--- src/hdl/tes_pkg.sv ---
package tes_pkg;

  // sizing
  localparam int DELIM_SLOTS  = 8;
  localparam int OFFSET_WIDTH = 16;
  localparam int DELIM_W      = DELIM_SLOTS * 8;
  localparam int POS_W        = OFFSET_WIDTH + 1;  // holds 0 .. 2^OFFSET_WIDTH
  localparam int BASE_W       = OFFSET_WIDTH + 2;  // position plus up to two
  localparam int LINE_W       = 32;
  localparam int CNT_W        = 4;

  // configuration port
  localparam int CFG_IDX_W  = 2;
  localparam int CFG_DATA_W = 64;
  localparam logic [CFG_IDX_W-1:0] CFG_DELIM_SET   = 2'd0;
  localparam logic [CFG_IDX_W-1:0] CFG_DELIM_COUNT = 2'd1;

  // characters
  localparam logic [7:0] CH_NUL    = 8'h00;
  localparam logic [7:0] CH_TAB    = 8'h09;
  localparam logic [7:0] CH_LF     = 8'h0A;
  localparam logic [7:0] CH_CR     = 8'h0D;
  localparam logic [7:0] CH_SPACE  = 8'h20;
  localparam logic [7:0] CH_DQUOTE = 8'h22;
  localparam logic [7:0] CH_SQUOTE = 8'h27;
  localparam logic [7:0] CH_STAR   = 8'h2A;
  localparam logic [7:0] CH_SLASH  = 8'h2F;
  localparam logic [7:0] CH_BSLASH = 8'h5C;

  typedef enum logic [1:0] {
    QM_NONE   = 2'd0,
    QM_DOUBLE = 2'd1,
    QM_SINGLE = 2'd2
  } qmode_t;

  typedef struct packed {
    logic [7:0] ch;
    logic       start_req;
    logic       stop_on_newline;
  } item_t;

  typedef struct packed {
    logic [OFFSET_WIDTH-1:0] token_length;
    logic                    escape_seen;
    logic [LINE_W-1:0]       line_count_now;
    logic                    length_saturated;
  } result_t;

endpackage

--- src/hdl/tes_delim_match.sv ---
module tes_delim_match (
  input  logic [tes_pkg::DELIM_W-1:0] delim_set,
  input  logic [tes_pkg::CNT_W-1:0]   delim_count,
  input  logic [7:0]                  ch,
  output logic                        hit
);
  import tes_pkg::*;

  // a slot is live while below the count and neither it nor an earlier byte is zero
  always_comb begin
    logic       live;
    logic [7:0] b;
    live = 1'b1;
    hit  = 1'b0;
    for (int k = 0; k < DELIM_SLOTS; k++) begin
      b    = delim_set[8*k +: 8];
      live = live && (delim_count > CNT_W'(k)) && (b != CH_NUL);
      if (live && (b == ch)) begin
        hit = 1'b1;
      end
    end
  end

endmodule

--- src/hdl/tes_scan_core.sv ---
module tes_scan_core (
  input  logic                          clk,
  input  logic                          rst_n,
  input  tes_pkg::item_t                item,
  input  logic                          fire,
  input  logic [tes_pkg::DELIM_W-1:0]   delim_set,
  input  logic [tes_pkg::CNT_W-1:0]     delim_count,
  output logic                          res_hit,
  output tes_pkg::result_t              res
);
  import tes_pkg::*;

  localparam logic [BASE_W-1:0] CAP = BASE_W'(1) << OFFSET_WIDTH;

  logic              active_r, active_nxt;
  logic              skip_r, skip_nxt;
  logic              esc_r, esc_nxt;
  logic              nl_r, nl_nxt;
  logic              comment_r, comment_nxt;
  qmode_t            qm_r, qm_nxt;
  logic [POS_W-1:0]  pos_r, pos_nxt;
  logic [7:0]        cur_r, cur_nxt;
  logic [LINE_W-1:0] line_r, line_nxt;

  logic              cur_delim, ch_delim;
  logic [7:0]        quote_ch;
  logic [BASE_W-1:0] base, len_sum;
  logic [1:0]        fin_add;
  logic              line_inc;

  tes_delim_match u_match_cur (
    .delim_set   (delim_set),
    .delim_count (delim_count),
    .ch          (cur_r),
    .hit         (cur_delim)
  );

  tes_delim_match u_match_ch (
    .delim_set   (delim_set),
    .delim_count (delim_count),
    .ch          (item.ch),
    .hit         (ch_delim)
  );

  function automatic logic [POS_W-1:0] sat_pos(input logic [BASE_W-1:0] v);
    sat_pos = (v > CAP) ? CAP[POS_W-1:0] : v[POS_W-1:0];
  endfunction

  assign quote_ch = (qm_r == QM_SINGLE) ? CH_SQUOTE : CH_DQUOTE;

  always_comb begin
    active_nxt  = active_r;
    skip_nxt    = skip_r;
    esc_nxt     = esc_r;
    nl_nxt      = nl_r;
    comment_nxt = comment_r;
    qm_nxt      = qm_r;
    pos_nxt     = pos_r;
    cur_nxt     = cur_r;
    res_hit     = 1'b0;
    fin_add     = 2'd0;
    line_inc    = 1'b0;
    base        = {1'b0, pos_r};

    if (item.start_req) begin
      active_nxt  = 1'b1;
      skip_nxt    = 1'b0;
      esc_nxt     = 1'b0;
      nl_nxt      = item.stop_on_newline;
      comment_nxt = (item.ch == CH_SLASH);
      qm_nxt      = (item.ch == CH_DQUOTE) ? QM_DOUBLE :
                    (item.ch == CH_SQUOTE) ? QM_SINGLE : QM_NONE;
      pos_nxt     = '0;
      cur_nxt     = item.ch;
      base        = '0;
      if (item.ch == CH_NUL) begin
        res_hit = 1'b1;
      end else if (item.ch == CH_LF) begin
        if (item.stop_on_newline) res_hit = 1'b1;
        else                      line_inc = 1'b1;
      end
    end else if (active_r) begin
      cur_nxt  = item.ch;
      skip_nxt = 1'b0;
      if (skip_r && (item.ch == quote_ch)) begin
        // escaped quote: step over backslash and quote together
        esc_nxt = 1'b1;
        pos_nxt = sat_pos(base + BASE_W'(2));
      end else begin
        if (skip_r) base = base + BASE_W'(1);
        pos_nxt = sat_pos(base);
        if (item.ch == CH_NUL) begin
          res_hit = 1'b1;
          fin_add = 2'd1;
        end else if (qm_r != QM_NONE) begin
          if (item.ch == CH_BSLASH) begin
            skip_nxt = 1'b1;
          end else if (item.ch == quote_ch) begin
            res_hit = 1'b1;
            fin_add = 2'd2;
          end else begin
            pos_nxt = sat_pos(base + BASE_W'(1));
            if (item.ch == CH_LF) begin
              if (nl_r) begin
                res_hit = 1'b1;
                fin_add = 2'd1;
              end else begin
                line_inc = 1'b1;
              end
            end
          end
        end else begin
          if (item.ch == CH_DQUOTE) begin
            qm_nxt = QM_DOUBLE;
            if (cur_delim) begin
              res_hit = 1'b1;
              fin_add = 2'd1;
            end else begin
              pos_nxt = sat_pos(base + BASE_W'(1));
            end
          end else if ((item.ch == CH_SPACE) || (item.ch == CH_TAB) ||
                       (item.ch == CH_CR) || (item.ch == CH_LF)) begin
            res_hit = 1'b1;
            fin_add = 2'd1;
          end else if (comment_r && (base == '0) &&
                       ((item.ch == CH_SLASH) || (item.ch == CH_STAR))) begin
            res_hit = 1'b1;
            fin_add = 2'd1;
          end else if (cur_delim) begin
            res_hit = 1'b1;
            fin_add = 2'd1;
          end else begin
            pos_nxt = sat_pos(base + BASE_W'(1));
            if (ch_delim) begin
              res_hit = 1'b1;
              fin_add = 2'd1;
            end
          end
        end
      end
    end

    if (res_hit) begin
      active_nxt = 1'b0;
      skip_nxt   = 1'b0;
    end

    line_nxt = line_r + LINE_W'(line_inc);
    len_sum  = base + BASE_W'(fin_add);

    res.length_saturated = (len_sum[BASE_W-1:OFFSET_WIDTH] != '0);
    res.token_length     = res.length_saturated ? {OFFSET_WIDTH{1'b1}}
                                                : len_sum[OFFSET_WIDTH-1:0];
    res.escape_seen      = esc_nxt;
    res.line_count_now   = line_nxt;
  end

  always_ff @(posedge clk) begin
    if (!rst_n) begin
      active_r  <= 1'b0;
      skip_r    <= 1'b0;
      esc_r     <= 1'b0;
      nl_r      <= 1'b0;
      comment_r <= 1'b0;
      qm_r      <= QM_NONE;
      pos_r     <= '0;
      cur_r     <= CH_NUL;
      line_r    <= '0;
    end else if (fire) begin
      active_r  <= active_nxt;
      skip_r    <= skip_nxt;
      esc_r     <= esc_nxt;
      nl_r      <= nl_nxt;
      comment_r <= comment_nxt;
      qm_r      <= qm_nxt;
      pos_r     <= pos_nxt;
      cur_r     <= cur_nxt;
      line_r    <= line_nxt;
    end
  end

endmodule

--- src/hdl/token_end_scanner.sv ---
// Channel   Direction  Handshake              Payload
// in_       sink       in_valid / in_stall    in_ch, in_start_req, in_stop_on_newline
// out_      source     out_valid / out_stall  out_token_length, out_escape_seen,
//                                             out_line_count_now, out_length_saturated
// cfg_      sink       cfg_valid / cfg_ready  cfg_index, cfg_wdata
//
// One character per cycle sustained while in_stall stays low; the transaction that
// ends the token passes through the input register, then the single-pass scan
// logic into the output register, from which the result leaves.
// rst_n is synchronous, active low: scan idle, line counter and delimiters zero.
// in_stall rises only while the input register holds a token-ending character
// and the output register is full and stalled.
// cfg_ready is always high.
module token_end_scanner (
  input  logic                                clk,
  input  logic                                rst_n,
  input  logic                                in_valid,
  output logic                                in_stall,
  input  logic [7:0]                          in_ch,
  input  logic                                in_start_req,
  input  logic                                in_stop_on_newline,
  output logic                                out_valid,
  input  logic                                out_stall,
  output logic [tes_pkg::OFFSET_WIDTH-1:0]    out_token_length,
  output logic                                out_escape_seen,
  output logic [tes_pkg::LINE_W-1:0]          out_line_count_now,
  output logic                                out_length_saturated,
  input  logic                                cfg_valid,
  output logic                                cfg_ready,
  input  logic [tes_pkg::CFG_IDX_W-1:0]       cfg_index,
  input  logic [tes_pkg::CFG_DATA_W-1:0]      cfg_wdata
);
  import tes_pkg::*;

  // configuration registers
  logic [CFG_DATA_W-1:0] delim_set_r;
  logic [CNT_W-1:0]      delim_count_r;

  // input register
  logic    in_v_r;
  item_t   in_item_r;

  // output register
  logic    out_v_r;
  result_t out_res_r;

  logic    res_hit;
  result_t res;
  logic    out_free;
  logic    fire;
  logic    in_take;

  assign cfg_ready = 1'b1;

  always_ff @(posedge clk) begin
    if (!rst_n) begin
      delim_set_r   <= '0;
      delim_count_r <= '0;
    end else if (cfg_valid && cfg_ready) begin
      unique case (cfg_index)
        CFG_DELIM_SET:   delim_set_r   <= cfg_wdata;
        CFG_DELIM_COUNT: delim_count_r <= cfg_wdata[CNT_W-1:0];
        default: ;  // unmapped index, write dropped
      endcase
    end
  end

  // the held character moves on unless its result has nowhere to go
  assign out_free = !out_v_r || !out_stall;
  assign fire     = in_v_r && (!res_hit || out_free);
  assign in_stall = in_v_r && !fire;
  assign in_take  = in_valid && !in_stall;

  always_ff @(posedge clk) begin
    if (!rst_n) begin
      in_v_r <= 1'b0;
    end else if (in_take) begin
      in_v_r <= 1'b1;
    end else if (fire) begin
      in_v_r <= 1'b0;
    end
  end

  always_ff @(posedge clk) begin
    if (in_take) begin
      in_item_r.ch              <= in_ch;
      in_item_r.start_req       <= in_start_req;
      in_item_r.stop_on_newline <= in_stop_on_newline;
    end
  end

  tes_scan_core u_core (
    .clk         (clk),
    .rst_n       (rst_n),
    .item        (in_item_r),
    .fire        (fire),
    .delim_set   (delim_set_r[DELIM_W-1:0]),
    .delim_count (delim_count_r),
    .res_hit     (res_hit),
    .res         (res)
  );

  always_ff @(posedge clk) begin
    if (!rst_n) begin
      out_v_r <= 1'b0;
    end else if (fire && res_hit) begin
      out_v_r <= 1'b1;
    end else if (!out_stall) begin
      out_v_r <= 1'b0;
    end
  end

  always_ff @(posedge clk) begin
    if (fire && res_hit) begin
      out_res_r <= res;
    end
  end

  assign out_valid            = out_v_r;
  assign out_token_length     = out_res_r.token_length;
  assign out_escape_seen      = out_res_r.escape_seen;
  assign out_line_count_now   = out_res_r.line_count_now;
  assign out_length_saturated = out_res_r.length_saturated;

endmodule

--- config.mk ---
export PLATFORM = sky130hd
export DESIGN_NAME = token_end_scanner
export DESIGN_NICKNAME = d
export VERILOG_FILES = /design/src/hdl/tes_pkg.sv /design/src/hdl/tes_delim_match.sv /design/src/hdl/tes_scan_core.sv /design/src/hdl/token_end_scanner.sv
export SDC_FILE = /design/constraint.sdc
export NUM_CORES = 1
export LEC_CHECK = 0
export BUFFER_PORTS_ARGS = -buffer_cell sky130_fd_sc_hd__buf_2
export CORE_MARGIN = 3
export CORE_UTILIZATION = 60
export CTS_BUF_LIST = sky130_fd_sc_hd__clkbuf_4 sky130_fd_sc_hd__clkbuf_8 sky130_fd_sc_hd__clkbuf_16
export DETAILED_ROUTE_END_ITERATION = 16
export GPL_ROUTABILITY_DRIVEN = 0
export PLACE_DENSITY = 0.81
export SYNTH_ARGS = -nofsm -noshare
export SYNTH_HDL_FRONTEND = slang
export SYNTH_SLANG_ARGS = --single-unit
--- constraint.sdc ---
create_clock -name clk -period 5.4 [get_ports clk]
set_clock_uncertainty 0.1 [all_clocks]
set_input_delay 1.08 -clock clk [delete_from_list [all_inputs] [get_ports clk]]
set_output_delay 1.08 -clock clk [all_outputs]
set_load 0.02 [all_outputs]
* Word level (Yosys, flattened, before mapping)
Cells that the tools add are included.
** Word-level totals
- Bits in registers :: 194
- Input bits :: 81
- Output and inout port bits :: 53
- Word-level logic and storage cells :: 251
** Cells by class
- Add/sub/neg operators :: 5
- Order comparisons :: 11
- Equality and inequality tests :: 32
- Muxes and demuxes :: 109
- Reduce and logical (&&, ||, !) cells :: 74
** Operators by type and width (count)
- $mux W17 :: 14
- $eq A8 B8 Y1 :: 17
- $mux W18 :: 7
- $mux W1 :: 65
- $reduce_bool A8 Y1 :: 8
- $gt A18 B17 Y1 const B :: 3
- $eq A8 B6 Y1 const B :: 5
- $mux W2 :: 20
- $logic_and A1 B1 Y1 :: 38
- $add A32 B1 Y32 :: 1
- $eq A8 B4 Y1 const B :: 3
- $add A17 B1 Y18 const B :: 1
- $add A17 B2 Y18 const B :: 1
- $add A18 B1 Y18 const B :: 1
- $add A18 B2 Y18 :: 1
- $logic_not A18 Y1 :: 1
- $gt A4 B3 Y1 const B :: 4
- $mux W8 :: 2
- $reduce_and A2 Y1 :: 6
- $reduce_bool A2 Y1 :: 6
- $eq A8 B7 Y1 const B :: 1
- $gt A4 B1 Y1 const B :: 2
- $gt A4 B2 Y1 const B :: 2
- $logic_not A8 Y1 :: 1
- 10 further kinds :: 21

* Logic depth before layout (Yosys ltp)
Gate-level depths: netlist (run 1).
- Depth in word-level cells :: 36
- Gate-level depth with buffers :: 23
- Gate-level depth less buffers :: 20

* Modules after synthesis
From an unflattened synthesis (run 1), not the netlist that was laid out.
** Unflattened totals
- Cell total of the unflattened synthesis :: 1535
- Area, all modules :: 12969.9 um^2
** By module, submodules not included
- tes_scan_core :: instances 1, cells an instance 904, area an instance 6262.3 um^2, sequential area each 1281.2 um^2
- token_end_scanner :: instances 1, cells an instance 365, area an instance 4683.2 um^2, sequential area each 3203.1 um^2
- tes_delim_match :: instances 2, cells an instance 133, area an instance 1012.2 um^2, sequential area each 0.0 um^2

* Least setup slack after synthesis (run 1)
No wires, ideal clock.
- Path type :: register to register
- Start :: reg u_core.pos_r[1]
- End :: reg out_res_r (netlist bit out_token_length[11]), data pin
- Setup time :: 0.258 ns
- Arrival :: 4.504 ns
- Data required time :: 5.042 ns
- Slack :: 0.538 ns
- Stages on the path, launching flop included :: 21
- Buffers on the path :: 3
- Clock period less this slack :: 4.862 ns
- Cell sequence :: dfxtp_1 ha_1 buf_4 nand3_2 buf_6 nor4_1 xor2_1 or3_1 nor4_1 a311oi_2 nand2_1 a21oi_1 nor3_1 ha_1 fa_1 nand4_1 nor4_1 mux2_2 a31oi_2 buf_2 nand2_1
** On the way
- Longest elaborated chain between the ends :: 18
** Ends and longest elaborated chain
- start: declaration :: RTL line tes_scan_core.sv:21 : logic [POS_W-1:0] pos_r, pos_nxt;
- start signal: assignment :: RTL line tes_scan_core.sv:176 : pos_r <= pos_nxt;
- $add A17 B1 Y18 :: RTL line tes_scan_core.sv:90 : if (skip_r) base = base + BASE_W'(1);
- $mux W18 :: RTL line tes_scan_core.sv:90
- $mux W18 :: RTL line tes_scan_core.sv:85 : if (skip_r && (item.ch == quote_ch)) begin
- $mux W18 :: RTL line tes_scan_core.sv:82 : end else if (active_r) begin
- $mux W18 :: RTL line tes_scan_core.sv:65 : if (item.start_req) begin
- $logic_not A18 Y1 :: RTL line tes_scan_core.sv:125 : end else if (comment_r && (base == '0) &&
- $logic_and A1 B1 Y1 (2 in a row) :: RTL line tes_scan_core.sv:125
- $mux W2 :: RTL line tes_scan_core.sv:125
- $mux W2 :: RTL line tes_scan_core.sv:121 : end else if ((item.ch == CH_SPACE) || (item.ch == CH_TAB) ||
- $mux W2 :: RTL line tes_scan_core.sv:113 : if (item.ch == CH_DQUOTE) begin
- $mux W2 :: RTL line tes_scan_core.sv:95 : end else if (qm_r != QM_NONE) begin
- $mux W2 :: RTL line tes_scan_core.sv:92 : if (item.ch == CH_NUL) begin
- $mux W2 :: RTL line tes_scan_core.sv:85
- $mux W2 :: RTL line tes_scan_core.sv:82
- $mux W2 :: RTL line tes_scan_core.sv:65
- $add A18 B2 Y18 * :: RTL line tes_scan_core.sv:149 : len_sum = base + BASE_W'(fin_add);
- $reduce_bool A2 Y1 :: RTL line tes_scan_core.sv:151 : res.length_saturated = (len_sum[BASE_W-1:OFFSET_WIDTH] != '0);
- end signal: assignment :: RTL line token_end_scanner.sv:115 : out_res_r <= res;
- end: declaration :: RTL line token_end_scanner.sv:45 : result_t out_res_r;
Every way passes the cells marked *; elsewhere a longest branch is shown, timed or not. The select of a mux whose other input is x is not followed.
A chain may end at the register's enable or synchronous reset.

* Final worst setup path (run 1)
- Start :: reg u_core.pos_r[8]
- End :: reg out_res_r (netlist bit out_token_length[2]), data pin
Same word-level chain as after synthesis.

==> impl_metrics.yaml, run 1 <==
run_status:
  status: "completed"
global_route:
  grt.met2_usage_pct: 49.6
  grt.total_usage_pct: 29.9
  grt.met3_usage_pct: 5.06
  grt-busiest-layer: "met2"
  met1_usage_pct: 38.3
  grt_pass1_vias: 10700
  grt_first_pass_wirelength_mm: 54.2
  antenna_found_initial: 0
  grt_overflow: 0
  grt_max_degree: 65
sta:
  slew_headroom_pct: 31.0
  final_hold_viol_count: 0
  holdWs_ns: 0.378
  setup_viol: 0
  worstMarginPinSlew_ns: 1.04
  finalCritPeriodShare_pct: 93.4
  max_freq_ghz: 0.198
  slew_violations: 0
  fin_crit_ns: 5.05
  fin_setup_tns_ns: 0
critical_path:
  startpoint: "u_core.pos_r[8]"
  r2r_start: "u_core.pos_r[8]"
  worstPathArrival_ns: 5.14
  cp-start-kind: "register"
  slowest_stage: "dfxtp_1"
  cp_top_family: "simple AND/OR/NAND/NOR gates"
  max_stage_delay_ns: 0.51
  required_ns: 5.50
  path_max_fanout: 11
  worstSetupPathType: "register to register"
  critPathBufInv: 2
  crit_path_cell_trace: "nand4_1, nor4_2, xor2_1, or3_1, nor4_1, buf_4, a311oi_2, nand2_1, a21oi_1, nor3_1, ha_1, fa_1, nand4_1, nor4_1, mux2_2, a31oi_2, buf_4, nand2_1"
  end_kind: "register"
hold_path:
  min_from: "u_core.qm_r[0]"
  hp-class: "register to register"
clock_network:
  clock_latency_ns: 0.46
  cts_max_path_buffers: 2
  tritoncts: "built"
  hold_buffers: 0
  clk_pin_slew_ns: 0.08
  cts_root_buf: "clkbuf_16"
  cts_buffers: 17
  cts_max_level: 4
  clock_sinks: 194
placed_design:
  dp.final_hpwl_mm: 24.0
  port_buffers: 132
  placed_cell_area_um2: 13300
  placed_cells: 1827
yosys:
  async_flop_share_pct: 0
  synthesis.nets: 1587
  netlist_area_um2: 12400
  yosysWarnings: 0
  synthTopCellsByArea: "dfxtp_1, edfxtp_1, xor2_1"
  avgSynthCellArea_um2: 8.27
  ys_seq_area_share_pct: 36.2
  synthFlopType: "dfxtp_1"
  synth_edf_count: 60
  synth.distinct_cells: 88
  yosys.area.top_type_share_pct: 21.7
  ys_ff_latch: 194
  synth.largest_area_cell: "dfxtp_1"
  postSynthCellCount: 1495
layout:
  layout.nets: 1674
  stdcell_count: 1861
  area_delta_synth_final_pct: 12.9
  drive_gt1_share_pct: 16.9
  final_area_um2: 14000
routing:
  drt_iter0_markers: 1099
  num_vias: 11600
  first_pass_iters: 6
  ant_nets: 0
  drc: 0
  wl_per_cell_um: 18.2
  wirelength_mm: 33.9
  via_per_inst: 6.22
floorplanning:
  die_h_um: 150
  start_util_pct: 62.3
  die_x_um: 150
  std_cell_rows: 51
  core_um2: 19800
  die-area_um2: 22400
  io_pins: 134
power:
  ir_worst_vdd_mv: 0.213
  fin_total_pwr_mw: 3.32
  leakage_nw: 5.30
  power_density_nw_per_um2: 238
run:
  drv_cap: 0
-- stage by stage --
stage | utilization [%] | setup slack [ns]
global placement | 66.8 | 0.374
finish | 70.4 | 0.355
CTS | 70.0 | 0.191
floorplan | - | 0.538
global route | 70.3 | -0.0310
detailed placement | 66.8 | 0.197
-- power by group --
group / total, mW / internal (mW) / switching (mW)
clock network: 1.35 / 0.679 / 0.672
registers: 1.59 / 1.53 / 0.0603
logic: 0.377 / 0.147 / 0.230
total: 3.32 / 2.36 / 0.962
-- placed cells by master (no fill, tap or decap), types with 17 or more instances in the layout --
| master | netlist | final |
|---|---|---|
| a21oi_1 | 101 | 101 |
| nor3_1 | 40 | 40 |
| nand4_1 | 36 | 36 |
| xnor2_1 | 114 | 114 |
| xor2_1 | 137 | 136 |
| nor2_1 | 105 | 105 |
| o21ai_0 | 50 | 50 |
| nand3_1 | 47 | 47 |
| dfxtp_1 | 134 | 125 |
| nor4_1 | 55 | 51 |
| edfxtp_1 | 60 | 60 |
| nand2_1 | 236 | 236 |
| buf_2 | 27 | 132 |
| clkbuf_16 | 0 | 17 |
| buf_4 | 5 | 47 |
-- registers in the layout, summed over array words and instances, names as in the netlist, 2 cells and up --
register,count
delim_set_r,64
in_item_r,10
out_line_count_now,32
delim_count_r,4
u_core.qm_r,2
u_core.pos_r,17
u_core.cur_r,8
out_token_length,16
u_core.line_r,32
-- synthesized netlist by cell type (27+ instances only) --
cell and n:
nor3_1 40, nor4_1 55, nand3_1 47, xor2_1 137
a21oi_1 101, xnor2_1 114, clkbuf_1 67, dfxtp_1 134
nand2_1 236, nor2_1 105, nand4_1 36, buf_2 27
o21ai_0 50, edfxtp_1 60
-- layout make-up --
| cell class | instances | area [µm²] |
|---|---|---|
| Clock inverter | 15 | 208 |
| Antenna cell | 1 | 2.50 |
| Tap cell | 265 | 332 |
| Fill cell | 1528 | 5880 |
| Timing Repair Buffer | 180 | 1030 |
| Inverter | 16 | 61.3 |
| Multi-Input combinational cell | 1173 | 7410 |
| Clock buffer | 17 | 425 |
| Sequential cell | 194 | 4500 |
-- cell families after synthesis --
kind of cell               after synthesis  synth area share [%]
and+or+nand+nor                        636                  25.5
xor gates and xnor gates               251                  17.8
buffers and inverters                  128                  4.37
other                                    1                0.0303
adders and majority gates               11                  1.17
AOI/OAI and AO/OA                      261                  13.9
DFF                                    194                  36.2
muxes                                   13                  1.08
-- tightest hold or removal path, delay by kind of cell (launching register included) --
| family | cells | cell delay (ns) |
|---|---|---|
| flops | 1 | 0.33 |
| buf+inv | 1 | 0.05 |
| compound gates | 1 | 0.05 |
-- final timing paths --
check,endpoint,slack [ns],depth (start not counted)
min reg2reg,u_core.qm_r[0],0.38,2
max,out_token_length[2],0.35,18
min,u_core.qm_r[0],0.38,2
max reg2reg,out_token_length[2],0.35,18
-- layer usage --
layer  vias to the layer above  wire, µm
li1                       5451         -
met1                      5355     13400
met5                         -         0
met4                         0      1450
met3                       122      2880
met2                       643     16200
-- timing repair --
item                                    in CTS  in global routing
endpoints found under the setup margin       0                 17
endpoints found under the hold margin        0                  0
buffers inserted                             0                  1
gates resized for setup                      0                 16
Power figures use the tool's default switching activity.
==> run 2: changes to the inputs <==
--- a/config.mk
+++ b/config.mk
@@ -6,7 +6,6 @@
 export NUM_CORES = 1
 export LEC_CHECK = 0
 export BUFFER_PORTS_ARGS = -buffer_cell sky130_fd_sc_hd__buf_2
-export CORE_MARGIN = 3
 export CORE_UTILIZATION = 60
 export CTS_BUF_LIST = sky130_fd_sc_hd__clkbuf_4 sky130_fd_sc_hd__clkbuf_8 sky130_fd_sc_hd__clkbuf_16
 export DETAILED_ROUTE_END_ITERATION = 16
==> run 2 against run 1 <==
  * Die area shrank 5.3%
  * Sequential cell count is the same
  * Sequential power is essentially flat
  * Critical path depth is the same
  * Sequential share of layout area shrank 0.083 points
  * Via count grew 0.45%
  * First-iteration DRC count grew 18%
  * Core utilization shrank 1.3 points
  * Register-to-register slack lost 0.23 ns
  * Fmax shrank 4.3%
  * Largest cell class unchanged
  * Highest routed layer unchanged
==> impl_metrics.yaml, run 2 (synthesis results as in run 1) <==
layout:
  layout.nets: 1676
  fillCellCount: 1602
  stdcell_count: 1868
  area_delta_synth_final_pct: 13.0
  layout_common_cells: "nand2_1, xor2_1, buf_2"
  largest_register_ffs: 64
  regMostFlops: "delim_set_r"
  drive_gt1_share_pct: 16.5
  layout_commonest_cell: "nand2_1"
critical_path:
  end_kind: "register"
  r2r_end: "out_token_length[8]"
  worstSetupPathType: "register to register"
  required_ns: 5.50
  path_max_fanout: 11
  cp-start-kind: "register"
  worstRegToRegCells: 18
  worstPathArrival_ns: 5.37
  r2r_start: "u_core.pos_r[4]"
  r2r_setup_slack_ns: 0.13
routing:
  wirelength_mm: 34.0
  via_per_inst: 6.22
  ant_nets: 0
  drc: 0
  drt_iter0_markers: 1302
  first_pass_iters: 9
  num_vias: 11600
  wl_per_cell_um: 18.2
floorplanning:
  start_util_pct: 61.1
  die-area_um2: 21200
  die_x_um: 146
  io_pins: 134
  std_cell_rows: 52
  core_um2: 20200
  die_h_um: 146
power:
  ir_worst_vdd_mv: 0.229
  leakage_nw: 5.31
  power_density_nw_per_um2: 240
hold_path:
  min_from: "u_core.comment_r"
  hp-class: "register to register"
  min_to: "u_core.comment_r"
  hold_depth: 2
sta:
  setup_viol: 0
  setup_ws_ns: 0.129
  max_freq_ghz: 0.190
  worstMarginPinSlew_ns: 1.03
  final_hold_viol_count: 0
  slew_violations: 0
  finalCritPeriodShare_pct: 97.6
  slew_headroom_pct: 30.4
  fin_crit_ns: 5.27
global_route:
  grt_pass1_vias: 10700
  grt_max_degree: 88
  grt.total_usage_pct: 31.8
  antenna_found_initial: 1
  grt_overflow: 0
  grt_first_pass_wirelength_mm: 54.2
clock_network:
  tritoncts: "built"
  clock_latency_ns: 0.46
  clk_pin_slew_ns: 0.08
  hold_buffers: 0
  cts_max_path_buffers: 2
  clock_sinks: 194
  cts_root_buf: "clkbuf_16"
  cts_max_level: 4
  cts_resized: 0
  cts_buffers: 17
  postCtsSetupBuffers: 0
placed_design:
  dp.final_hpwl_mm: 23.9
  port_buffers: 132
  pre_cts_slack_ns: 0.214
  placed_cells: 1835
run:
  drv_cap: 0
run_status:
  status: "completed"
run 2: cell types whose count changed in the layout (fill, tap and decap cells not counted), sizes merged:
cell    before  now
buf        180  182
bufinv       1    0
clkinv       7    8
run 2: routing by layer:
layer / vias up / wire (µm) / GRT usage (%)
met5: - / 0 / 0
met4: 0 / 1280 / 13.3
met3: 141 / 3170 / 6.90
met2: 667 / 16300 / 52.8
met1: 5366 / 13200 / 40.1
li1: 5449 / - / -
run 2: area by class of cell:
cell class,count,area (µm²),share of cell area [%]
Antenna cell,1,2.50,0.0179
Clock buffer,17,425,3.04
Clock inverter,15,235,1.68
Inverter,16,61.3,0.439
Multi-Input combinational cell,1173,7390,52.9
Sequential cell,194,4490,32.1
Tap cell,270,338,2.42
Timing Repair Buffer,182,1040,7.41
run 2: where the power goes:
group / internal [mW] / total (mW) / switching [mW] / leakage (nW)
Clock: 0.661 / 1.38 / 0.722 / 0.317
Sequential: 1.53 / 1.59 / 0.0605 / 1.61
Combinational: 0.147 / 0.378 / 0.231 / 3.38
run 2: worst max-delay path by stage:
| stage | slack (ns) | end | depth (start not counted) | startpoint |
|---|---|---|---|---|
| 4_1_cts | 0.19 | out_token_length[8] | 18 | u_core.pos_r[6] |
| 3_3_place_gp | 0.46 | out_token_length[2] | 18 | u_core.pos_r[6] |
| 5_1_grt | -0.03 | out_token_length[5] | 18 | u_core.pos_r[4] |
| 3_5_place_dp | 0.21 | out_token_length[9] | 18 | u_core.pos_r[6] |
| 2_1_floorplan | 0.54 | out_token_length[11] | 20 | u_core.pos_r[1] |
| 6_report | 0.13 | out_token_length[8] | 18 | u_core.pos_r[4] |
run 2: stage by stage:
step	utilization [%]	setup TNS (ns)	power [mW]	hold slack (ns)	instance area, µm²
floorplan	-	0	1.87	0.332	12400
global placement	65.6	0	1.98	0.348	13300
detailed placement	65.6	0	1.99	0.355	13300
CTS	68.9	0	3.36	0.365	13900
global route	69.1	-0.0490	3.46	0.395	14000
finish	69.1	0	3.35	0.365	14000
run 2: critical path, stage by stage, from the launching register on:
cell      delay (ns)
dfxtp_1         0.61
nand4_1         0.38
nor4_2          0.43
xor2_1          0.16
or3_1           0.43
nor4_1          0.37
buf_4           0.19
a311oi_2        0.06
nand2_1         0.11
a21oi_1         0.07
nor3_1          0.21
ha_1            0.23
fa_1            0.20
nand4_1         0.11
nor4_1          0.39
mux2_2          0.40
a31oi_2         0.27
buf_4           0.23
nand2_1         0.07
